**src/rtl/rv32x_pkg.sv**
```systemverilog
// ----------------------------------------------------------------------------
// rv32x_pkg
// Types and constants shared by the RV32IM execute pipeline.
// ----------------------------------------------------------------------------
package rv32x_pkg;

  localparam int DIV_STEPS = 32;

  localparam logic [6:0] OP_LUI    = 7'b0110111;
  localparam logic [6:0] OP_AUIPC  = 7'b0010111;
  localparam logic [6:0] OP_JAL    = 7'b1101111;
  localparam logic [6:0] OP_JALR   = 7'b1100111;
  localparam logic [6:0] OP_BRANCH = 7'b1100011;
  localparam logic [6:0] OP_LOAD   = 7'b0000011;
  localparam logic [6:0] OP_STORE  = 7'b0100011;
  localparam logic [6:0] OP_IMM    = 7'b0010011;
  localparam logic [6:0] OP_REG    = 7'b0110011;
  localparam logic [6:0] OP_SYSTEM = 7'h73;

  localparam logic [6:0] F7_BASE = 7'd0;
  localparam logic [6:0] F7_ALT  = 7'd32;
  localparam logic [6:0] F7_MUL  = 7'd1;

  localparam logic [1:0] ST_DONE   = 2'd0;
  localparam logic [1:0] ST_UNHAND = 2'd1;
  localparam logic [1:0] ST_SYSTEM = 2'd2;

  localparam logic [1:0] MEM_NONE  = 2'd0;
  localparam logic [1:0] MEM_LOAD  = 2'd1;
  localparam logic [1:0] MEM_STORE = 2'd2;

  localparam logic [2:0] M_MUL    = 3'd0;
  localparam logic [2:0] M_MULH   = 3'd1;
  localparam logic [2:0] M_MULHSU = 3'd2;
  localparam logic [2:0] M_MULHU  = 3'd3;
  localparam logic [2:0] M_DIV    = 3'd4;
  localparam logic [2:0] M_DIVU   = 3'd5;
  localparam logic [2:0] M_REM    = 3'd6;
  localparam logic [2:0] M_REMU   = 3'd7;

  typedef struct packed {
    logic [31:0] instruction;
    logic [31:0] pc;
    logic [31:0] rs1_value;
    logic [31:0] rs2_value;
  } req_t;

  typedef struct packed {
    logic        rd_write;
    logic [4:0]  rd_index;
    logic [31:0] rd_value;
    logic [31:0] next_pc;
    logic [1:0]  mem_kind;
    logic [31:0] mem_address;
    logic [1:0]  mem_size;
    logic        mem_signed;
    logic [31:0] store_data;
    logic [1:0]  status;
  } rsp_t;

  typedef struct packed {
    rsp_t        res;
    logic        is_m;
    logic [2:0]  mfn;
    logic [31:0] a;
    logic [31:0] b;
    logic [63:0] prod;
    logic [31:0] rem;
    logic [31:0] quo;
    logic [31:0] dsr;
    logic        neg_q;
    logic        neg_r;
  } pipe_t;

endpackage

```
**src/rtl/rv32x_mul.sv**
```systemverilog
// ----------------------------------------------------------------------------
// rv32x_mul
// Single 33x33 signed multiplier covering all four multiply flavors.
// ----------------------------------------------------------------------------
module rv32x_mul import rv32x_pkg::*; (
  input  pipe_t       pipe,
  output logic [63:0] prod
);

  logic               as, bs;
  logic signed [32:0] ma, mb;
  logic signed [65:0] pr;

  always_comb begin
    as   = (pipe.mfn == M_MULH) || (pipe.mfn == M_MULHSU);
    bs   = (pipe.mfn == M_MULH);
    ma   = $signed({as & pipe.a[31], pipe.a});
    mb   = $signed({bs & pipe.b[31], pipe.b});
    pr   = ma * mb;
    prod = pr[63:0];
  end

endmodule

```
**config.mk**
```make
export PLATFORM = sky130hd
export DESIGN_NAME = rv32x_mul
export DESIGN_NICKNAME = d
export VERILOG_FILES = /design/src/rtl/rv32x_pkg.sv /design/src/rtl/rv32x_mul.sv
export SDC_FILE = /design/constraint.sdc
export NUM_CORES = 2
export LEC_CHECK = 0
export BUFFER_PORTS_ARGS = -buffer_cell sky130_fd_sc_hd__buf_2
export CAP_MARGIN = 0
export CORE_MARGIN = 1
export CORE_UTILIZATION = 68
export DETAILED_ROUTE_END_ITERATION = 16
export GPL_ROUTABILITY_DRIVEN = 0
export PLACE_DENSITY_LB_ADDON = 0.08
export REMOVE_ABC_BUFFERS = 1
export SLEW_MARGIN = 20
export SYNTH_ARGS = -nofsm -noshare
export SYNTH_HDL_FRONTEND = slang
export SYNTH_SLANG_ARGS = --single-unit
```
**constraint.sdc**
```tcl
create_clock -name vclk -period 35.1
set_clock_uncertainty 0.1 [all_clocks]
set_input_delay 8.775 -clock vclk [all_inputs]
set_output_delay 8.775 -clock vclk [all_outputs]
set_load 0.02 [all_outputs]
```
==> results.md <==
* Inst Count DP at 4881
* Drt pass-1 iters at 5
* GRT Overall Usage at between 30% and 40%
* Clock buffer cells at 0
* Final WL at 93000 um
* CP arrival at 18.36 ns
* Die width at ~240 um
* Remaining Overflow, GRT at 0
* Port Buf Inserts at around 130
* RSZ-0062 raised after global routing: false
* Max-cap violations at 0
* Via-to-Cell Ratio at 5.55
* Vert. Die Dim at approximately 240 um
* Avg Cell Area, Syn at between 8 and 9 um2
* Post-CTS setup buffer count at 0
* Final setup TNS at 0 ns
* First-pass GRT wire length at approximately 150000 um
* Largest net degree at the start of global routing at 36
* Setup violators final at 0
* Slew margin rel. at 27.8%
* Antenna viol nets, final at 0
* Share of the clock period used by the worst path at 77.6%
* Row count at 86
* Area delta synth->final at 2.25%
* Vias at 27082
* Initial DRC count at 1869
* Hold violation count in the final report at 0
* Status: completed
* Share of layout cells above drive strength 1 at 3.92%
* Detailed placer's ending HPWL at 73600 um
* Seq Cell Count at 0
* Mapped Area at 37900 um2
* Yosys warnings at 0
* FF+latch area at 0 um2
* Drt wl/cell at 19.0 um
* Initial antenna violation count at 1
* Vias in the first global route at a little under 30000
* Req. time, crit path at roughly 26 ns
* WS Path Type: in -> out
* Worst Path Max Fanout at 31
* Worst Setup End Kind: output port
* Tmin final at 27.23 ns
* Total core area at around 55000 um2
* Initial Utilization at 68.8%
* Most frequent cells in the layout: 1164 x inv_1, 1125 x fa_1, 778 x nand2_1, 315 x and2_1, 212 x ha_1
* Startpoint Class: input port
* Max-slew violation count at 0
* Post-cts sizing count at 0
* IO Pins at approximately 440
* Max Clk Rate at 36.7 MHz
* Worst-Margin Slew at 1.08 ns
* Commonest non-fill, non-tap cell in the layout: inv_1
* Die area at 56700 um2
* Cell variety after synth at 61
* Layout Cells excl Fill at ~4900
* Hold Buf Count CTS at 0
* Final Net Count at 5843
* Register area share after synthesis at 0%
* DR DRC count at 0
* Hold Crit Class: in -> out
* Gate Count Post-Synth at roughly 4200
Yosys cell counts, drive strengths merged (4+ instances only):
cell type | count | area share (%)
nor3 | 12 | 0.17
xnor2 | 57 | 1.3
nor2 | 52 | 0.52
xor2 | 22 | 0.51
nand2 | 778 | 7.7
nand3 | 9 | 0.12
a211oi | 6 | 0.16
o31ai | 4 | 0.079
and2 | 315 | 5.2
inv | 1164 | 12
o21ai | 37 | 0.53
clkbuf | 218 | 2.2
nand4 | 15 | 0.25
o21bai | 8 | 0.16
ha | 212 | 7.0
nor2b | 11 | 0.18
nand2b | 6 | 0.099
or2 | 4 | 0.066
a21o | 33 | 0.65
or3 | 8 | 0.13
a31oi | 4 | 0.066
a21oi | 67 | 0.89
fa | 1125 | 59
through the flow:
step / cell area [um2] / utilization (%) / hold WS (ns) / worst slack [ns]
finish: 38700 / 70.3 / 18.13 / 7.87
global route: 38700 / 70.3 / 18.18 / 7.38
CTS: 38700 / 70.3 / 18.13 / 7.89
detailed placement: 38700 / 70.3 / 18.14 / 7.93
global placement: 38700 / 70.3 / 18.10 / 7.97
floorplan: 37100 / - / 17.63 / 8.44
final timing paths:
kind | startpoint | end | slack (ns) | cells after the start
min | pipe[228] | prod[63] | 18.13 | 5
max | pipe[225] | prod[63] | 7.87 | 28
per-layer routing:
| metal | vias up | global-route usage [%] | share of wire [%] |
|---|---|---|---|
| met5 | - | 0 | 0.011 |
| met4 | 2 | 9.73 | 3.2 |
| met3 | 170 | 4.79 | 8.9 |
| met2 | 1157 | 57.3 | 47 |
| met1 | 14092 | 51.2 | 41 |
| li1 | 11661 | - | - |
worst max-delay path, stage by stage:
cell	delay, ns
buf_2	0.35
nor3b_2	0.24
buf_4	0.38
nand2_1	0.22
fa_1	0.60
fa_1	0.50
inv_1	0.06
fa_1	0.71
inv_1	0.32
fa_1	0.93
inv_1	0.39
fa_1	0.55
fa_1	0.53
fa_1	0.52
inv_1	0.06
fa_1	0.47
inv_1	0.05
ha_1	0.40
nand4_1	0.18
nor2_1	0.24
nand2_1	0.08
o221a_2	0.36
a21oi_1	0.30
nand2_1	0.12
o31ai_1	0.39
o41ai_1	0.22
xnor2_1	0.18
buf_2	0.17
cell families after synthesis:
family | Yosys count | share of synthesized area, %
buf+inv | 1385 | 13.7
fa+ha+maj | 1337 | 66.4
simple gates | 1226 | 14.8
compound gates | 185 | 3.23
xor+xnor | 79 | 1.83
area by class of cell:
cell class | instances | area [um2]
diodes | 2 | 5.00
inverters | 1164 | 4370
fillers | 4572 | 16300
multi-input cells | 2827 | 32700
well taps | 748 | 936
repair buffers | 142 | 738
