### src/rtl/rv32x_pkg.sv
// ----------------------------------------------------------------------------
// rv32x_pkg
// Types and constants shared by the RV32IM execute pipeline.
// ----------------------------------------------------------------------------
package rv32x_pkg;

  localparam int DIV_STEPS = 32;

  localparam logic [6:0] OP_LUI    = 7'b0110111;
  localparam logic [6:0] OP_AUIPC  = 7'b0010111;
  localparam logic [6:0] OP_JAL    = 7'b1101111;
  localparam logic [6:0] OP_JALR   = 7'b1100111;
  localparam logic [6:0] OP_BRANCH = 7'b1100011;
  localparam logic [6:0] OP_LOAD   = 7'b0000011;
  localparam logic [6:0] OP_STORE  = 7'b0100011;
  localparam logic [6:0] OP_IMM    = 7'b0010011;
  localparam logic [6:0] OP_REG    = 7'b0110011;
  localparam logic [6:0] OP_SYSTEM = 7'h73;

  localparam logic [6:0] F7_BASE = 7'd0;
  localparam logic [6:0] F7_ALT  = 7'd32;
  localparam logic [6:0] F7_MUL  = 7'd1;

  localparam logic [1:0] ST_DONE   = 2'd0;
  localparam logic [1:0] ST_UNHAND = 2'd1;
  localparam logic [1:0] ST_SYSTEM = 2'd2;

  localparam logic [1:0] MEM_NONE  = 2'd0;
  localparam logic [1:0] MEM_LOAD  = 2'd1;
  localparam logic [1:0] MEM_STORE = 2'd2;

  localparam logic [2:0] M_MUL    = 3'd0;
  localparam logic [2:0] M_MULH   = 3'd1;
  localparam logic [2:0] M_MULHSU = 3'd2;
  localparam logic [2:0] M_MULHU  = 3'd3;
  localparam logic [2:0] M_DIV    = 3'd4;
  localparam logic [2:0] M_DIVU   = 3'd5;
  localparam logic [2:0] M_REM    = 3'd6;
  localparam logic [2:0] M_REMU   = 3'd7;

  typedef struct packed {
    logic [31:0] instruction;
    logic [31:0] pc;
    logic [31:0] rs1_value;
    logic [31:0] rs2_value;
  } req_t;

  typedef struct packed {
    logic        rd_write;
    logic [4:0]  rd_index;
    logic [31:0] rd_value;
    logic [31:0] next_pc;
    logic [1:0]  mem_kind;
    logic [31:0] mem_address;
    logic [1:0]  mem_size;
    logic        mem_signed;
    logic [31:0] store_data;
    logic [1:0]  status;
  } rsp_t;

  typedef struct packed {
    rsp_t        res;
    logic        is_m;
    logic [2:0]  mfn;
    logic [31:0] a;
    logic [31:0] b;
    logic [63:0] prod;
    logic [31:0] rem;
    logic [31:0] quo;
    logic [31:0] dsr;
    logic        neg_q;
    logic        neg_r;
  } pipe_t;

endpackage

### src/rtl/rv32x_divstep.sv
// ----------------------------------------------------------------------------
// rv32x_divstep
// One restoring division step: shift in a dividend bit, subtract if it fits.
// ----------------------------------------------------------------------------
module rv32x_divstep import rv32x_pkg::*; (
  input  pipe_t pin,
  output pipe_t pout
);

  logic [32:0] t, diff;
  logic        ge;

  always_comb begin
    t    = {pin.rem, pin.quo[31]};
    diff = t - {1'b0, pin.dsr};
    ge   = (t >= {1'b0, pin.dsr});
    pout = pin;
    pout.rem = ge ? diff[31:0] : t[31:0];
    pout.quo = {pin.quo[30:0], ge};
  end

endmodule

### config.mk
export PLATFORM = sky130hd
export DESIGN_NAME = rv32x_divstep
export DESIGN_NICKNAME = d
export VERILOG_FILES = /design/src/rtl/rv32x_pkg.sv /design/src/rtl/rv32x_divstep.sv
export SDC_FILE = /design/constraint.sdc
export NUM_CORES = 1
export LEC_CHECK = 0
export ABC_AREA = 1
export BUFFER_PORTS_ARGS = -buffer_cell sky130_fd_sc_hd__buf_2
export CORE_AREA = 2 2 292 294
export DETAILED_ROUTE_END_ITERATION = 6
export DIE_AREA = 0 0 294 296
export SYNTH_ARGS = -nofsm -noshare
export SYNTH_HDL_FRONTEND = slang
export SYNTH_SLANG_ARGS = --single-unit
### constraint.sdc
create_clock -name vclk -period 3.1
set_input_delay 0.62 -clock vclk [all_inputs]
set_output_delay 0.62 -clock vclk [all_outputs]
set_load 0.03 [all_outputs]
==> out/metrics.csv, run 1 <==
metric,value,unit
max_freq,312.8,MHz
fin_crit,3196,ps
antenna_found_initial,9,
yosysMostFrequentCell,buf_4,
whs_path_depth,0,
syn_area,5738,sq um
drcViolationCount,0,
seq_cell_count,0,
path_buf_inv,6,
hold_slack,1240,ps
ioPinCount,742,
start_util,0.06814,
fillCellCount,9860,
max_stage_delay,300,ps
die_width,294,um
core_area,84210,sq um
multiInputGateArea,3547,sq um
status,"finished, violations left",
yosysTopAreaCellShare,0.4435,
fin_crit_sh,1.031,
hp-start,pin[108],
wirelength,38.59,mm
yosysSeqAreaShare,0,
drv_cap,0,
drv_slew,0,
startpoint,pin[13],
yosys-top-cells-count,"buf_4, nand2_1, inv_1, nand3_1, nor2_1",
slowest_stage,ha_4,
setup_viol,29,
p_leak,3.715,nW
grt_max_degree,19,
cp_cell_sequence,buf_2 -> inv_2 -> ha_4 -> nand2_2 -> nor2_4 -> nand2_2 -> nor2_4 -> nand2_1 -> nand3_2 -> nor2_4 -> buf_12 -> nand2_8 -> buf_6 -> buf_6 -> nand2_2 -> nand2_2 -> buf_6,
nNetsFinal,1337,
wl_per_cell,19.06,um
routed_via_density,2.702,
ir_drop,41.99,uV
syn_nets,1395,
dr.pass1.iters,4,
cp.depth,17,
grt_pass1_wl,48.96,mm
critPathArrivalTime,2580,ps
track_usage,0.08367,
num_rows,107,
die_area,87020,sq um
cp_common_cell,nand2_2,
critPathCaptureType,output port,
worst-path-max-fanout,5,
num_vias,5472,
worstMarginPinSlew,309.8,ps
hold_path_class,in -> out,
yosys_warnings,0,
hpwl,33.77,mm
drt_iter0_drc,178,
grt_pass1_vias,5614,
synth_top_cell_by_area,buf_4,
power.density,235.2,nW/um^2
area_delta_synth_final,36.24,%
post-place-ws,-494.6,ps
gr-total-overflow,0,
cp_data_required_time,2480,ps
failed_checks,setup timing,
drive_above_1_share,0.5102,
synth.distinct_cells,30,
crit_type,in -> out,
slew_headroom,0.7919,
cp-start-kind,input port,
nClkBuffers,0,
regArea,0,sq um
synthCells,991,
globalplace.congestion,0.8238,
cpLargestDelayFamily,simple AND/OR/NAND/NOR gates,
netlist_top_cells_area,"buf_4, nand2_1, inv_1",
syn_area_per_cell,5.790,sq um
die_y,296,um
hold_violations,0,
drtAntennaViolNets,0,
setup_ws,-96.46,ps
rsz0062_at_grt,yes,
io_buffers,130,
[repair_timing]
action / CTS / global route
pin swaps: 30 / 33
endpoints found under the setup margin: 33 / 33
cloned: 2 / 0
setup buffers: 14 / 8
hold buffers: 0 / 0
resized for setup: 230 / 77
[area by class of cell]
cell class,count,share of cell area
Multi-Input combinational cell,491,0.4537
Timing Repair Buffer,288,0.2961
Tap cell,1090,0.1745
Inverter,152,0.07442
Antenna cell,4,0.001280
[power by group]
part | switching, mW | total, mW | internal (mW) | leakage [nW]
Clock | 0 | 0.000000173 | 0.000000173 | 0.0000254
Sequential | 0 | 0 | 0 | 0
Combinational | 1.04 | 1.84 | 0.802 | 3.72
[cells by family (layout without fill, tap and decap cells)]
logic type	Yosys count	count (layout)	share of synthesized area
AOI/OAI and AO/OA	24	24	0.02203
adders and majority gates	33	33	0.07327
xor gates and xnor gates	14	14	0.02137
buffers and inverters	501	440	0.5571
other	0	4	0
and+or+nand+nor	419	420	0.3262
[through the flow]
stage               utilization  cells  instance area, sq um  setup TNS [ps]  power (mW)
detailed placement      0.07437   1999                  6262          -11870       1.455
global route            0.09272   2021                  7807           -4938       2.012
CTS                     0.08821   2014                  7428           -2850       1.809
floorplan                     -    991                  5738               0       1.482
finish                  0.09283   2025                  7818           -1322       1.839
global placement        0.07437   1999                  6262          -12510       1.454
[worst paths after layout]
path	endpoint
max	pout[73]
min	pout[108]
[metal layers]
| layer | GRT usage | vias up | wire [um] |
|---|---|---|---|
| li1 | - | 2523 | - |
| met1 | 0.08259 | 2370 | 13120 |
| met2 | 0.1367 | 365 | 17260 |
| met3 | 0.03935 | 202 | 4678 |
| met4 | 0.06172 | 12 | 3360 |
| met5 | 0.01164 | - | 168 |
[cell usage in the layout, fill, tap and decap left out, drive strengths merged]
cell type,netlist,layout
nor2,40,40
nand3,68,68
nor3,8,8
o21bai,1,1
nand4,2,2
clkinvlp,0,1
a21oi,21,21
fa,1,1
o21ai,2,2
clkbuf,0,1
xnor2,1,1
nand2,282,283
ha,32,32
inv,152,151
diode,0,4
xor2,13,13
or2,1,1
buf,349,287
and2,8,8
nand3b,10,10
(Power assumes the default switching activity.)
==> inputs of run 2 (changes only) <==
--- a/config.mk
+++ b/config.mk
@@ -5,11 +5,10 @@
 export SDC_FILE = /design/constraint.sdc
 export NUM_CORES = 1
 export LEC_CHECK = 0
-export ABC_AREA = 1
 export BUFFER_PORTS_ARGS = -buffer_cell sky130_fd_sc_hd__buf_2
-export CORE_AREA = 2 2 292 294
+export CORE_AREA = 2 2 290 292
 export DETAILED_ROUTE_END_ITERATION = 6
-export DIE_AREA = 0 0 294 296
+export DIE_AREA = 0 0 292 294
 export SYNTH_ARGS = -nofsm -noshare
 export SYNTH_HDL_FRONTEND = slang
 export SYNTH_SLANG_ARGS = --single-unit
==> out/metrics.csv, run 2 <==
metric,value,unit,change
status,"finished, violations left",,
failed_checks,setup timing,,
gr-total-overflow,0,,unchanged
fin_crit_sh,1.276,,+0.2448
drtAntennaViolNets,0,,unchanged
syn_area,4876,sq um,-15%
synth-xor-area-share,0.04670,,+0.02533
die_y,294,um,-0.68%
drv_cap,0,,unchanged
yosys_warnings,0,,unchanged
hpwl,30.18,mm,-11%
seq_cell_count,0,,unchanged
hold_slack,1240,ps,unchanged
yosysMostFrequentCell,buf_4,,
globalplace.congestion,0.6885,,-16%
yosysSeqAreaShare,0,,unchanged
synth_top_cell_by_area,buf_4,,
wirelength,33.55,mm,-13%
num_vias,4083,,-25%
fin_crit,3955,ps,+759.0 ps
internal_power,818.2,uW,+2.1%
ir_drop,63.90,uV,+52%
regArea,0,sq um,unchanged
start_util,0.05882,,-0.009317
antenna_found_initial,17,,+8
synth.distinct_cells,51,,+70%
drcViolationCount,0,,unchanged
rsz0062_at_grt,yes,,
nNetsFinal,1018,,-24%
netlist_top_cells_area,"buf_4, ha_1, mux2_2",,
final_common_cell,buf_4,,
grt_max_degree,14,,-5
layout_common_cells,"buf_4, buf_2, buf_6",,
synthMuxAreaShare,0.08006,,+0.08006
die_width,292,um,-0.68%
slew_headroom,0.7123,,-0.07960
dr.pass1.iters,4,,unchanged
p_sw,865.5,uW,-17%
setup_viol,33,,+14%
io_buffers,130,,unchanged
routed_via_density,2.409,,-11%
track_usage,0.07315,,-0.01052
synth_top_family_by_area,buffers and inverters,,
worstMarginPinSlew,426.0,ps,+116.2 ps
yosys-top-cells-count,"buf_4, inv_1, ha_1, a21oi_1, nand2_1",,
crit_type,in -> out,,
pwr-share-clk,0,,unchanged
comb_power_share,1.000,,about the same
syn_nets,1066,,-24%
num_rows,106,,-0.93%
place_area,5657,sq um,-9.7%
core_area,82890,sq um,-1.6%
critPathArrivalTime,3340,ps,+760 ps
drv_slew,0,,unchanged
grt_pass1_vias,4326,,-23%
cp-start-kind,input port,,
ioPinCount,742,,unchanged
power.density,266.3,nW/um^2,+13%
cp_data_required_time,2480,ps,about the same
stdcell_area,6324,sq um,-19%
synthCells,662,,-33%
tns,-26280,ps,"-24,960 ps"
hold_violations,0,,unchanged
hold_path_class,in -> out,,
synth_fa_ha_area_frac,0.08622,,+0.01295
die_area,85850,sq um,-1.4%
yosysTopAreaCellShare,0.5219,,+0.07842
cts_hold_buf,0,,unchanged
fillCellCount,9701,,-1.6%
seqPwrFrac,0,,unchanged
wl_per_cell,19.79,um,+3.9%
setup_ws,-855.5,ps,-759.0 ps
synth_simple_gate_area_frac,0.09289,,-0.2333
synth-compound-area-share,0.1252,,+0.1032
area_delta_synth_final,29.69,%,
critPathCaptureType,output port,,
drive_above_1_share,0.6373,,+0.1271
p_leak,2.664,nW,-28%
post-place-ws,-1285,ps,-790.0 ps
swShare,0.5141,,-0.04998
nClkBuffers,0,,unchanged
max_freq,252.8,MHz,-19%
syn_area_per_cell,7.365,sq um,+27%
drt_iter0_drc,122,,-31%
worst-path-max-fanout,7,,+2
grt_pass1_wl,41.57,mm,-15%
[run 2: cell types whose count changed in the layout (fill, tap and decap cells not counted), sizes merged, moves of 9 or more]
| cell | before | now |
|---|---|---|
| nand2 | 283 | 24 |
| inv | 151 | 41 |
| nand3b | 10 | 0 |
| buf | 287 | 301 |
| nor2 | 40 | 23 |
| nand3 | 68 | 7 |
| mux2 | 0 | 29 |
| xnor2 | 1 | 18 |
| o21ai | 2 | 14 |
| a21o | 0 | 9 |
[run 2: power groups by stage]
stage                     Sequential, mW  Combinational (mW)    Clock, mW
final                                  0                1.68  0.000000130
after global routing                   0                1.82            0
after detailed placement               0                1.51            0
after floorplan                        0                1.50            0
after global placement                 0                1.51            0
after CTS                              0                1.73            0
[run 2: timing repair]
| action | CTS | global route |
|---|---|---|
| buffers inserted | 11 | 5 |
| pin swaps | 26 | 3 |
| hold endpoints to repair | 0 | 0 |
| endpoints found under the setup margin | 33 | 33 |
| gates resized for setup | 137 | 8 |
| cloned | 1 | 1 |
[run 2: critical path, stage by stage]
cell,delay (ps)
buf_8,90
inv_6,30
ha_4,250
buf_6,120
nand4_1,120
a211oi_2,60
or3_4,390
nor4b_4,330
buf_4,190
o21ai_4,60
a31oi_4,150
o21a_4,190
inv_8,70
buf_12,150
mux2_4,340
buf_6,150
[run 2: final timing paths]
kind / startpoint / end / slack (ps) / cells after the start
max: pin[13] / pout[86] / -860 / 16
min: pin[128] / pout[128] / 1240 / 0
[run 2: layout make-up]
class / count / area, sq um / share of cell area
Timing Repair Buffer: 302 / 2312 / 0.3657
Inverter: 41 / 176.4 / 0.02790
Tap cell: 1080 / 1351 / 0.2137
Antenna cell: 3 / 7.507 / 0.001187
Multi-Input combinational cell: 269 / 2476 / 0.3916
[run 2: layer usage]
layer  vias to the layer above  GRT usage  wire length [um]
li1                       1758          -                 -
met1                      1717    0.07096             11190
met2                       378     0.1133             14260
met3                       204    0.04569              4994
met4                        26    0.05142              2813
met5                         -    0.01248               287
[run 2: cell families after synthesis]
kind of cell,after synthesis
AOI/OAI and AO/OA,89
muxes,32
xor gates and xnor gates,26
adders and majority gates,33
buffers and inverters,393
and+or+nand+nor,89
[run 2: metrics by stage]
step              util  instances  power, mW
5_1_grt        0.07620       1692      1.824
3_5_place_dp   0.06824       1680      1.511
4_1_cts        0.07522       1687      1.728
3_3_place_gp   0.06824       1680      1.515
6_report       0.07629       1695      1.684
2_1_floorplan        -        662      1.497
==> inputs of run 3 (changes only) <==
--- a/config.mk
+++ b/config.mk
@@ -5,10 +5,12 @@
 export SDC_FILE = /design/constraint.sdc
 export NUM_CORES = 1
 export LEC_CHECK = 0
+export ABC_AREA = 1
 export BUFFER_PORTS_ARGS = -buffer_cell sky130_fd_sc_hd__buf_2
-export CORE_AREA = 2 2 290 292
+export CORE_AREA = 2 2 292 294
 export DETAILED_ROUTE_END_ITERATION = 6
-export DIE_AREA = 0 0 292 294
+export DIE_AREA = 0 0 294 296
+export RECOVER_POWER = 100
 export SYNTH_ARGS = -nofsm -noshare
 export SYNTH_HDL_FRONTEND = slang
 export SYNTH_SLANG_ARGS = --single-unit
==> out/metrics.csv, run 3 (synthesis results as in run 1) <==
metric,value,unit,change
status,"finished, violations left",,
failed_checks,setup timing,,
track_usage,0.08367,,+0.01052
critPathArrivalTime,2580,ps,-760 ps
path_buf_inv,6,,-1
max_stage_delay,300,ps,-90 ps
start_util,0.06814,,+0.009317
worstMarginPinSlew,569.8,ps,+143.7 ps
final_core_util,0.09239,,+0.01610
startpoint,pin[13],,
fin_crit_sh,1.032,,-0.2440
globalplace.congestion,0.8238,,+20%
antenna_found_initial,9,,-8
grt_pass1_vias,5614,,+30%
cp_cell_sequence,buf_2 -> inv_2 -> ha_4 -> nand2_2 -> nor2_4 -> nand2_2 -> nor2_4 -> nand2_1 -> nand3_2 -> nor2_4 -> buf_12 -> nand2_8 -> buf_6 -> buf_6 -> nand2_4 -> nand2_2 -> buf_6,,
drtAntennaViolNets,0,,unchanged
core_area,84210,sq um,+1.6%
regArea,0,sq um,unchanged
crit_type,in -> out,,
p_leak,3.633,nW,+36%
power.density,235.8,nW/um^2,-11%
cp_data_required_time,2480,ps,about the same
rsz0062_at_grt,yes,,
tns,-1345,ps,"+24,940 ps"
grt_pass1_wl,48.96,mm,+18%
die_width,294,um,+0.68%
critPathCaptureType,output port,,
die_area,87020,sq um,+1.4%
drive_above_1_share,0.4780,,-0.1593
seq_cell_count,0,,unchanged
hold_path_class,in -> out,,
hpwl,33.77,mm,+12%
fin_crit,3199,ps,-756.3 ps
slew_headroom,0.6218,,-0.09047
power,1.835,mW,+9.0%
setup_ws,-99.17,ps,+756.3 ps
cpLargestDelayFamily,simple AND/OR/NAND/NOR gates,,
final_common_cell,nand2_1,,
worst-path-max-fanout,5,,-2
ioPinCount,742,,unchanged
hold_violations,0,,unchanged
hp-start,pin[108],,
drcViolationCount,0,,unchanged
post-place-ws,-494.6,ps,+790.0 ps
setup_viol,30,,-9.1%
cts_hold_buf,0,,unchanged
slowest_stage,ha_4,,
wl_per_cell,19.07,um,-3.7%
cp-start-kind,input port,,
fillCellCount,9875,,+1.8%
gr-total-overflow,0,,unchanged
nNetsFinal,1337,,+31%
num_vias,5479,,+34%
drv_slew,0,,unchanged
ir_drop,41.99,uV,-34%
num_rows,107,,+0.94%
drv_cap,0,,unchanged
layout_common_cells,"nand2_1, buf_4, inv_1",,
io_buffers,130,,unchanged
wirelength,38.61,mm,+15%
dr.pass1.iters,4,,unchanged
die_y,296,um,+0.68%
nClkBuffers,0,,unchanged
routed_via_density,2.706,,+12%
grt_max_degree,19,,+5
max_freq,312.6,MHz,+24%
area_delta_synth_final,35.59,%,
drt_iter0_drc,198,,+62%
-- run 3: path summary, 6_finish.rpt --
check	end	slack [ps]	cells after the start
min	pout[108]	1240	0
max	pout[72]	-100	17
-- run 3: area by class of cell --
cell class,instances,area [sq um],area share
well taps,1090,1364,0.1753
multi-input cells,491,3547,0.4559
inverters,152,581.8,0.07478
repair buffers,288,2277,0.2927
diodes,4,10.01,0.001287
-- run 3: metal layers --
| metal | wire length [um] | share of wire | global-route usage |
|---|---|---|---|
| met1 | 13270 | 0.34 | 0.08259 |
| met2 | 17260 | 0.45 | 0.1367 |
| met3 | 4556 | 0.12 | 0.03935 |
| met4 | 3358 | 0.087 | 0.06172 |
| met5 | 168 | 0.0044 | 0.01164 |
-- run 3: stage by stage --
| step | hold WS (ps) | instance area [sq um] | instances |
|---|---|---|---|
| final | 1240 | 7780 | 2025 |
| after global routing | 1240 | 7770 | 2021 |
| after CTS | 1240 | 7428 | 2014 |
| after detailed placement | 1240 | 6262 | 1999 |
| after global placement | 1240 | 6262 | 1999 |
| after floorplan | 1372 | 5738 | 991 |
-- run 3: power breakdown --
part	internal [mW]	leakage (nW)	switching, mW
registers	0	0	0
clock network	0.000000173	0.0000254	0
logic	0.796	3.63	1.04
total	0.796	3.63	1.04
-- run 3: what timing repair did --
action,CTS,global route
endpoints found under the setup margin,33,33
buffers inserted,14,8
pin swaps,30,33
gates resized for setup,230,77
cloned,2,0
