==> config.mk <==
export PLATFORM = sky130hd
export DESIGN_NAME = rv32x_fin
export DESIGN_NICKNAME = d
export VERILOG_FILES = /design/src/rtl/rv32x_pkg.sv /design/src/rtl/rv32x_fin.sv
export SDC_FILE = /design/constraint.sdc
export NUM_CORES = 1
export LEC_CHECK = 0
export ABC_CLOCK_PERIOD_IN_PS = 5550
export BUFFER_PORTS_ARGS = -buffer_cell sky130_fd_sc_hd__buf_2
export CORE_AREA = 5 5 196 198
export DETAILED_ROUTE_END_ITERATION = 10
export DIE_AREA = 0 0 201 203
export PLACE_DENSITY = 0.31
export SLEW_MARGIN = 30
export SYNTH_ARGS = -nofsm -noshare
export SYNTH_HDL_FRONTEND = slang
export SYNTH_SLANG_ARGS = --single-unit
export TNS_END_PERCENT = 100
==> constraint.sdc <==
create_clock -name vclk -period 5.55
set_input_delay 0.8325 -clock vclk [all_inputs]
set_output_delay 0.8325 -clock vclk [all_outputs]
set_load 0.05 [all_outputs]
==> src/rtl/rv32x_pkg.sv <==
// ----------------------------------------------------------------------------
// rv32x_pkg
// Types and constants shared by the RV32IM execute pipeline.
// ----------------------------------------------------------------------------
package rv32x_pkg;

  localparam int DIV_STEPS = 32;

  localparam logic [6:0] OP_LUI    = 7'b0110111;
  localparam logic [6:0] OP_AUIPC  = 7'b0010111;
  localparam logic [6:0] OP_JAL    = 7'b1101111;
  localparam logic [6:0] OP_JALR   = 7'b1100111;
  localparam logic [6:0] OP_BRANCH = 7'b1100011;
  localparam logic [6:0] OP_LOAD   = 7'b0000011;
  localparam logic [6:0] OP_STORE  = 7'b0100011;
  localparam logic [6:0] OP_IMM    = 7'b0010011;
  localparam logic [6:0] OP_REG    = 7'b0110011;
  localparam logic [6:0] OP_SYSTEM = 7'h73;

  localparam logic [6:0] F7_BASE = 7'd0;
  localparam logic [6:0] F7_ALT  = 7'd32;
  localparam logic [6:0] F7_MUL  = 7'd1;

  localparam logic [1:0] ST_DONE   = 2'd0;
  localparam logic [1:0] ST_UNHAND = 2'd1;
  localparam logic [1:0] ST_SYSTEM = 2'd2;

  localparam logic [1:0] MEM_NONE  = 2'd0;
  localparam logic [1:0] MEM_LOAD  = 2'd1;
  localparam logic [1:0] MEM_STORE = 2'd2;

  localparam logic [2:0] M_MUL    = 3'd0;
  localparam logic [2:0] M_MULH   = 3'd1;
  localparam logic [2:0] M_MULHSU = 3'd2;
  localparam logic [2:0] M_MULHU  = 3'd3;
  localparam logic [2:0] M_DIV    = 3'd4;
  localparam logic [2:0] M_DIVU   = 3'd5;
  localparam logic [2:0] M_REM    = 3'd6;
  localparam logic [2:0] M_REMU   = 3'd7;

  typedef struct packed {
    logic [31:0] instruction;
    logic [31:0] pc;
    logic [31:0] rs1_value;
    logic [31:0] rs2_value;
  } req_t;

  typedef struct packed {
    logic        rd_write;
    logic [4:0]  rd_index;
    logic [31:0] rd_value;
    logic [31:0] next_pc;
    logic [1:0]  mem_kind;
    logic [31:0] mem_address;
    logic [1:0]  mem_size;
    logic        mem_signed;
    logic [31:0] store_data;
    logic [1:0]  status;
  } rsp_t;

  typedef struct packed {
    rsp_t        res;
    logic        is_m;
    logic [2:0]  mfn;
    logic [31:0] a;
    logic [31:0] b;
    logic [63:0] prod;
    logic [31:0] rem;
    logic [31:0] quo;
    logic [31:0] dsr;
    logic        neg_q;
    logic        neg_r;
  } pipe_t;

endpackage

==> src/rtl/rv32x_fin.sv <==
// ----------------------------------------------------------------------------
// rv32x_fin
// Select the M result, apply signs, and form the final response.
// ----------------------------------------------------------------------------
module rv32x_fin import rv32x_pkg::*; (
  input  pipe_t pipe,
  output rsp_t  rsp
);

  logic [31:0] q, r;

  always_comb begin
    q   = pipe.neg_q ? (32'd0 - pipe.quo) : pipe.quo;
    r   = pipe.neg_r ? (32'd0 - pipe.rem) : pipe.rem;
    rsp = pipe.res;
    if (pipe.is_m) begin
      case (pipe.mfn)
        M_MUL: rsp.rd_value = pipe.prod[31:0];
        M_MULH, M_MULHSU, M_MULHU: rsp.rd_value = pipe.prod[63:32];
        M_DIV, M_DIVU: rsp.rd_value = q;
        default: rsp.rd_value = r;
      endcase
    end
  end

endmodule

==> results of run 1 <==
routing by layer:
| metal | up-vias | track usage (%) | share of wire (%) |
|---|---|---|---|
| li1 | 2113 | - | - |
| met5 | - | 0 | 0.72 |
| met4 | 28 | 2.16 | 2.3 |
| met1 | 2045 | 11.9 | 39 |
| met2 | 184 | 17.9 | 47 |
| met3 | 74 | 5.45 | 11 |
worst max-delay path by stage:
stage                   from        to  slack (ps)  depth (start not counted)
global route        pipe[38]  rsp[125]         790                          8
detailed placement  pipe[38]  rsp[125]        1010                          8
floorplan           pipe[46]  rsp[125]        1020                          7
CTS                 pipe[38]  rsp[125]         990                          8
global placement    pipe[38]  rsp[125]        1080                          8
finish              pipe[38]  rsp[126]        1070                          8
where the power goes:
group,leakage (nW),switching (W),internal (W)
Combinational,1.61,0.000266,0.000136
Clock,0.0000444,0,0.000000000169
Sequential,0,0,0
Total,1.61,0.000266,0.000136
per-stage QoR:
step | power, W | cells
2_1_floorplan | 0.000447 | 558
3_3_place_gp | 0.000410 | 1092
6_report | 0.000402 | 1099
4_1_cts | 0.000411 | 1092
5_1_grt | 0.000438 | 1096
3_5_place_dp | 0.000410 | 1092
cells by family (layout without fill, tap and decap cells):
logic type      after synthesis  in the layout  share of synthesized area, %
simple gates                187            187                          25.7
compound gates              155            155                          30.0
buf+inv                     148            214                          26.7
xor+xnor                     37             37                          8.88
mux                          29             29                          8.09
fa+ha+maj                     2              2                         0.686
other cells                   0              7                             0
area by class of cell:
| type | instances | area, sq um |
|---|---|---|
| Inverter | 5 | 18.8 |
| Fill cell | 4262 | 32000 |
| Antenna cell | 7 | 17.5 |
| Timing Repair Buffer | 209 | 1070 |
| Multi-Input combinational cell | 410 | 2680 |
| Tap cell | 468 | 586 |
synthesized netlist by cell type, types with 3 or more instances:
library cell	number	share of area [%]
buf_4	109	22
nor2_1	53	5.5
nand2_1	43	4.4
a21oi_1	31	4.3
clkbuf_1	29	3.0
mux2i_1	25	6.9
o21ai_0	21	2.9
xnor2_1	19	4.6
nor3_1	18	2.5
xor2_1	18	4.3
o41ai_1	13	3.1
nand3_1	11	1.5
nor4_1	11	1.9
o211ai_1	11	2.3
o31ai_1	11	2.3
or3_1	10	1.7
o32a_1	9	2.5
a22oi_1	8	1.6
a31oi_1	8	1.4
o22a_1	6	1.4
o22ai_1	6	1.0
or4_1	6	1.2
a211oi_1	5	1.0
a221oi_1	5	1.2
inv_1	5	0.51
nand2b_1	5	0.86
nor2b_1	5	0.86
nand4_1	4	0.69
o221ai_1	4	0.96
or2_2	4	0.69
a41oi_1	3	0.72
and2_1	3	0.51
buf_1	3	0.31
mux2_2	3	0.93
nand3b_1	3	0.62
or4_4	3	0.93
==> impl_metrics.env, run 1 <==
export IMPL_hp_start="pipe[330]"
export IMPL_grt_pass1_wl_mm=32.3
export IMPL_layout_setup_ws_ps=1070
export IMPL_tns_ps=0
export IMPL_die_h_microns=203
export IMPL_slew_viol_final=0
export IMPL_gp_routability_congestion=0.764
export IMPL_fin_nets=999
export IMPL_leakage_nw=1.61
export IMPL_io_buffers=198
export IMPL_grt_overflow_total=0
export IMPL_cp_max_fo=12
export IMPL_peakVddDrop_v=0.0000218
export IMPL_cp_arrival_ps=3650
export IMPL_ant_nets=0
export IMPL_via_count=4444
export IMPL_stdcell_area_sq_mm=0.00438
export IMPL_grt_pass1_vias=4540
export IMPL_slew_limit_headroom_pct=47.0
export IMPL_areaGrowthSynthToFinish_pct=20.0
export IMPL_tightest_slew_ps=788
export IMPL_timing_final_crit_period_ps=4480
export IMPL_drive_gt1_share_pct=35.9
export IMPL_start_util_pct=10.0
export IMPL_syn_avg_cell_area_sq_um=6.54
export IMPL_die_area_sq_mm=0.0408
export IMPL_drtIter0Drc=189
export IMPL_ctsResizeCount=0
export IMPL_crit_path_top_delay_cell="nor4_1"
export IMPL_ys_seq_area_share_pct=0
export IMPL_die_w_microns=201
export IMPL_dpl_cell_area_sq_mm=0.00436
export IMPL_ys_warn_count=0
export IMPL_cp_required_ps=4720
export IMPL_path_buf_inv=2
export IMPL_slowest_delay_ps=670
export IMPL_cap_violations=0
export IMPL_drtPass1Iterations=4
export IMPL_dp_hpwl_mm=20.1
export IMPL_io_pins=512
export IMPL_core_sq_mm=0.0363
export IMPL_cts_post_setup_buffers_inserted=0
export IMPL_seq_cell_count=0
export IMPL_critPathTopFamily="simple AND/OR/NAND/NOR gates"
export IMPL_dp_slack_ps=1010
export IMPL_whs_ps=1670
export IMPL_synth_area_sq_mm=0.00365
export IMPL_via_per_inst=4.04
export IMPL_wl_mm=23.4
export IMPL_grt_max_degree=49
export IMPL_critPathKind="in2out"
export IMPL_nClkBuffers=0
export IMPL_report_final_setup_viol=0
export IMPL_register_area_sq_um=0
export IMPL_holdPathStages=0
export IMPL_wl_per_cell_microns=21.3
export IMPL_syn_num_nets=931
export IMPL_cp_start_kind="input port"
export IMPL_max_freq_ghz=0.223
export IMPL_mostFrequentLayoutCells="buf_2 (198), nor2_1 (52), nand2_1 (43), a21oi_1 (31), mux2i_1 (25)"
export IMPL_antenna_found_initial=21
export IMPL_p_per_area_mw_per_mm2=91.8
export IMPL_drc=0
export IMPL_cp_cell_sequence="buf_2, nor4_1, nand2_1, nor4_1, nand3_1, mux2_1, a31oi_1, buf_2"
export IMPL_period_share_pct=80.7
export IMPL_grt_usage_pct=10.5
export IMPL_worstSetupEndpointType="output port"
export IMPL_final_common_cell="buf_2"
export IMPL_final_hold_viol_count=0
export IMPL_yosysUniqueCellTypes=55
export IMPL_netlist_instances=558
export IMPL_outcome="finished clean"
export IMPL_worstHoldEndpoint="rsp[100]"
export IMPL_hold_buffers=0
export IMPL_utilization_pct=12.0
export IMPL_rsz0062_at_grt="no"
export IMPL_hold_path_class="in2out"
export IMPL_core_rowCount=70
No activity file was read; power rests on OpenSTA's default activity.
==> inputs of run 2 (changes only) <==
--- a/config.mk
+++ b/config.mk
@@ -5,12 +5,12 @@
 export SDC_FILE = /design/constraint.sdc
 export NUM_CORES = 1
 export LEC_CHECK = 0
-export ABC_CLOCK_PERIOD_IN_PS = 5550
+export ABC_CLOCK_PERIOD_IN_PS = 4100
 export BUFFER_PORTS_ARGS = -buffer_cell sky130_fd_sc_hd__buf_2
-export CORE_AREA = 5 5 196 198
+export CORE_AREA = 5 5 197 199
 export DETAILED_ROUTE_END_ITERATION = 10
-export DIE_AREA = 0 0 201 203
-export PLACE_DENSITY = 0.31
+export DIE_AREA = 0 0 202 204
+export PLACE_DENSITY = 0.32
 export SLEW_MARGIN = 30
 export SYNTH_ARGS = -nofsm -noshare
 export SYNTH_HDL_FRONTEND = slang
==> constraint.sdc (replaced) <==
create_clock -name vclk -period 4.1
set_input_delay 0.615 -clock vclk [all_inputs]
set_output_delay 0.615 -clock vclk [all_outputs]
set_load 0.05 [all_outputs]
==> run 2 against run 1 <==
Compared with the run above: global-route usage grew 0.29 points; sequential cell count is the same; worst hold slack lost 440 ps; highest routed layer unchanged.
==> impl_metrics.env, run 2 (same netlist as run 1, synthesis figures left out) <==
export IMPL_start_util_pct=9.85
export IMPL_nClkBuffers=0
export IMPL_slew_limit_headroom_pct=59.4
export IMPL_cp_start_kind="input port"
export IMPL_cap_violations=0
export IMPL_drc=0
export IMPL_outcome="finished clean"
export IMPL_antenna_found_initial=20
export IMPL_via_count=4554
export IMPL_areaGrowthSynthToFinish_pct=23.2
export IMPL_drtPass1Iterations=4
export IMPL_cp_max_fo=8
export IMPL_max_freq_ghz=0.257
export IMPL_seq_cell_count=0
export IMPL_grt_overflow_total=0
export IMPL_grt_pass1_vias=4567
export IMPL_ant_nets=0
export IMPL_core_sq_mm=0.0370
export IMPL_period_share_pct=94.8
export IMPL_critPathKind="in2out"
export IMPL_timing_final_crit_period_ps=3890
export IMPL_report_final_setup_viol=0
export IMPL_io_pins=512
export IMPL_mostFrequentLayoutCells="buf_2 (197), nor2_1 (52), nand2_1 (43), a21oi_1 (31), mux2i_1 (25)"
export IMPL_cp_arrival_ps=3270
export IMPL_drive_gt1_share_pct=37.1
export IMPL_wl_mm=24.4
export IMPL_die_w_microns=202
export IMPL_final_common_cell="buf_2"
export IMPL_io_buffers=198
export IMPL_dp_hpwl_mm=21.0
export IMPL_rsz0062_at_grt="no"
export IMPL_drtIter0Drc=207
export IMPL_fin_nets=1011
export IMPL_dpl_cell_area_sq_mm=0.00449
export IMPL_tightest_slew_ps=609
export IMPL_cp_required_ps=3480
export IMPL_slew_viol_final=0
export IMPL_final_hold_viol_count=0
export IMPL_via_per_inst=4.09
export IMPL_die_h_microns=204
export IMPL_tns_ps=0
export IMPL_wl_per_cell_microns=21.9
export IMPL_register_area_sq_um=0
export IMPL_stdcell_area_sq_mm=0.00450
export IMPL_grt_usage_pct=10.8
export IMPL_grt_max_degree=32
export IMPL_peakVddDrop_v=0.0000186
export IMPL_ctsResizeCount=0
export IMPL_grt_pass1_wl_mm=33.2
export IMPL_hp_start="pipe[330]"
export IMPL_whs_ps=1230
export IMPL_die_area_sq_mm=0.0412
export IMPL_holdPathStages=0
export IMPL_core_rowCount=71
export IMPL_cts_post_setup_buffers_inserted=0
export IMPL_leakage_nw=1.67
export IMPL_total_power_w=0.000560
export IMPL_p_per_area_mw_per_mm2=124
export IMPL_utilization_pct=12.1
export IMPL_worstSetupEndpointType="output port"
export IMPL_hold_path_class="in2out"
export IMPL_gp_routability_congestion=0.793
export IMPL_worstHoldEndpoint="rsp[100]"
export IMPL_hold_buffers=0
-- run 2: cell types whose count changed in the layout (fill, tap and decap cells not counted) --
| cell | delta |
|---|---|
| buf_2 | -1 |
| buf_12 | +2 |
| diode_2 | -3 |
| buf_4 | +11 |
-- run 2: worst max-delay path by stage --
| stage | start | endpoint | slack, ps |
|---|---|---|---|
| final | pipe[46] | rsp[125] | 210 |
| after global routing | pipe[46] | rsp[125] | 140 |
| after CTS | pipe[46] | rsp[125] | 190 |
| after detailed placement | pipe[46] | rsp[125] | 200 |
| after global placement | pipe[46] | rsp[125] | 190 |
| after floorplan | pipe[46] | rsp[125] | 3 |
-- run 2: power by group --
part	total, W	internal (W)	switching, W
registers	0	0	0
clock network	0.000000000131	0.000000000130	0
logic	0.000560	0.000194	0.000366
total	0.000560	0.000194	0.000366
-- run 2: worst max-delay path: stages --
cell	delay [ps]
buf_2	130
or4_4	560
or4_4	500
or4_4	520
o41ai_1	340
nand3_1	120
a31oi_1	180
buf_4	150
buf_12	130
-- run 2: cell type report --
type,count,area (sq um)
multi-input cells,410,2680
inverters,5,18.8
well taps,474,593
repair buffers,221,1190
diodes,4,10.0
fillers,4282,32500
-- run 2: through the flow --
stage          std cells  setup WS, ps
2_1_floorplan        558          3.00
3_3_place_gp        1110           192
3_5_place_dp        1110           196
4_1_cts             1110           190
5_1_grt             1111           141
6_report            1114           214
-- run 2: metal layers --
layer	GRT usage, %	up-vias	routed length (microns)
met1	12.1	2130	9160
met4	1.25	32	332
li1	-	2138	-
met3	6.32	71	3130
met2	18.5	183	11600
met5	0	-	193
==> inputs of run 3 (changes only) <==
--- a/config.mk
+++ b/config.mk
@@ -10,7 +10,7 @@
 export CORE_AREA = 5 5 197 199
 export DETAILED_ROUTE_END_ITERATION = 10
 export DIE_AREA = 0 0 202 204
-export PLACE_DENSITY = 0.32
+export PLACE_DENSITY_LB_ADDON = 0.12
 export SLEW_MARGIN = 30
 export SYNTH_ARGS = -nofsm -noshare
 export SYNTH_HDL_FRONTEND = slang
==> run 3 against run 2 <==
Compared with the run above: maximum frequency grew 0.64%; combinational power is 1% higher; first-iteration DRC count up 11%; sequential cell count is the same; die area unchanged; final area is 0.28% higher; global-route usage increased by 0.32 points; critical path depth unchanged; setup slack improved by 25 ps; non-clock buffer count decreased by 2; sequential share of layout area did not move.
==> impl_metrics.env, run 3 (same netlist as run 1, synthesis figures left out) <==
export IMPL_io_pins=512
export IMPL_p_per_area_mw_per_mm2=126
export IMPL_hold_path_class="in2out"
export IMPL_cp_max_fo=8
export IMPL_timing_final_crit_period_ps=3860
export IMPL_drtPass1Iterations=4
export IMPL_hold_buffers=0
export IMPL_holdPathStages=0
export IMPL_seq_cell_count=0
export IMPL_final_common_cell="buf_2"
export IMPL_utilization_pct=12.2
export IMPL_worstHoldEndpoint="rsp[102]"
export IMPL_cts_post_setup_buffers_inserted=0
export IMPL_die_area_sq_mm=0.0412
export IMPL_dp_hpwl_mm=21.1
export IMPL_switching_share_pct=65.3
export IMPL_grt_pass1_vias=4693
export IMPL_grt_pass1_wl_mm=34.3
export IMPL_nClkBuffers=0
export IMPL_core_sq_mm=0.0370
export IMPL_layout_setup_ws_ps=239
export IMPL_final_hold_viol_count=0
export IMPL_tns_ps=0
export IMPL_gp_routability_congestion=0.747
export IMPL_antenna_found_initial=16
export IMPL_peakVddDrop_v=0.0000220
export IMPL_areaGrowthSynthToFinish_pct=23.6
export IMPL_wl_per_cell_microns=21.8
export IMPL_cp_arrival_ps=3250
export IMPL_hp_start="pipe[332]"
export IMPL_cp_required_ps=3480
export IMPL_clock_power_share_pct=0
export IMPL_io_buffers=198
export IMPL_grt_overflow_total=0
export IMPL_tightest_slew_ps=564
export IMPL_p_sw_w=0.000370
export IMPL_rsz0062_at_grt="no"
export IMPL_die_h_microns=204
export IMPL_outcome="finished clean"
export IMPL_grt_max_degree=42
export IMPL_slew_viol_final=0
export IMPL_ctsResizeCount=0
export IMPL_cap_violations=0
export IMPL_fill_cells=4365
export IMPL_leakage_nw=1.67
export IMPL_p_int_w=0.000197
export IMPL_fin_nets=1009
export IMPL_p_comb_share_pct=100.0
export IMPL_max_freq_ghz=0.259
export IMPL_via_per_inst=3.94
export IMPL_wl_mm=24.4
export IMPL_grt_usage_pct=11.1
export IMPL_dp_slack_ps=237
export IMPL_cp_start_kind="input port"
export IMPL_report_final_setup_viol=0
export IMPL_slew_limit_headroom_pct=62.4
export IMPL_critPathKind="in2out"
export IMPL_p_seq_share_pct=0
export IMPL_drive_gt1_share_pct=36.9
export IMPL_period_share_pct=94.2
export IMPL_die_w_microns=202
export IMPL_core_rowCount=71
export IMPL_ant_nets=0
export IMPL_drtIter0Drc=230
export IMPL_register_area_sq_um=0
export IMPL_worstSetupEndpointType="output port"
export IMPL_drc=0
export IMPL_start_util_pct=9.85
export IMPL_mostFrequentLayoutCells="buf_2 (196), nor2_1 (52), nand2_1 (43), a21oi_1 (31), mux2i_1 (25)"
export IMPL_via_count=4406
## run 3: cell types whose count changed in the layout (fill, tap and decap cells not counted)
| cell | change |
|---|---|
| buf_4 | -2 |
| buf_2 | -1 |
| diode_2 | +5 |
| buf_12 | +1 |
## run 3: final cells by class
class              instances  area (sq um)  area share [%]
inverters                  5          18.8           0.416
repair buffers           219          1190            26.4
well taps                474           593            13.2
multi-input cells        410          2680            59.5
diodes                     9          22.5           0.499
## run 3: per-layer routing
metal / track usage (%) / vias to the layer above / share of wire [%]
met2: 19.4 / 164 / 49
met1: 13.5 / 2041 / 41
met3: 4.49 / 48 / 9.2
met5: 0 / - / 0.47
met4: 0.928 / 18 / 0.68
li1: - / 2135 / -
## run 3: stage by stage
stage,total power (W),cells,hold slack [ps],cell area (sq um)
after floorplan,0.000605,558,1400,3650
after global placement,0.000579,1108,1230,4490
after detailed placement,0.000579,1108,1230,4490
after CTS,0.000580,1108,1230,4490
after global routing,0.000619,1111,1230,4490
final,0.000567,1117,1230,4510
## run 3: power by group through the flow
stage	clock network [W]	registers (W)	logic (W)
floorplan	0	0	0.000605
global placement	0	0	0.000579
detailed placement	0	0	0.000579
CTS	0	0	0.000580
global route	0.0000000000979	0	0.000619
finish	0.000000000294	0	0.000567
## run 3: worst max-delay path, stage by stage
cell,delay (ps)
buf_2,130
or4_4,560
or4_4,500
or4_4,520
o41ai_1,330
nand3_1,120
a31oi_1,180
buf_4,150
buf_12,130
## run 3: how the worst max path moves through the flow
stage / from / cells past startpoint / endpoint / slack (ps)
after global routing: pipe[46] / 9 / rsp[125] / 70
after CTS: pipe[46] / 9 / rsp[125] / 230
after detailed placement: pipe[46] / 9 / rsp[125] / 240
final: pipe[46] / 9 / rsp[125] / 240
after floorplan: pipe[46] / 7 / rsp[125] / 3
after global placement: pipe[46] / 9 / rsp[125] / 210
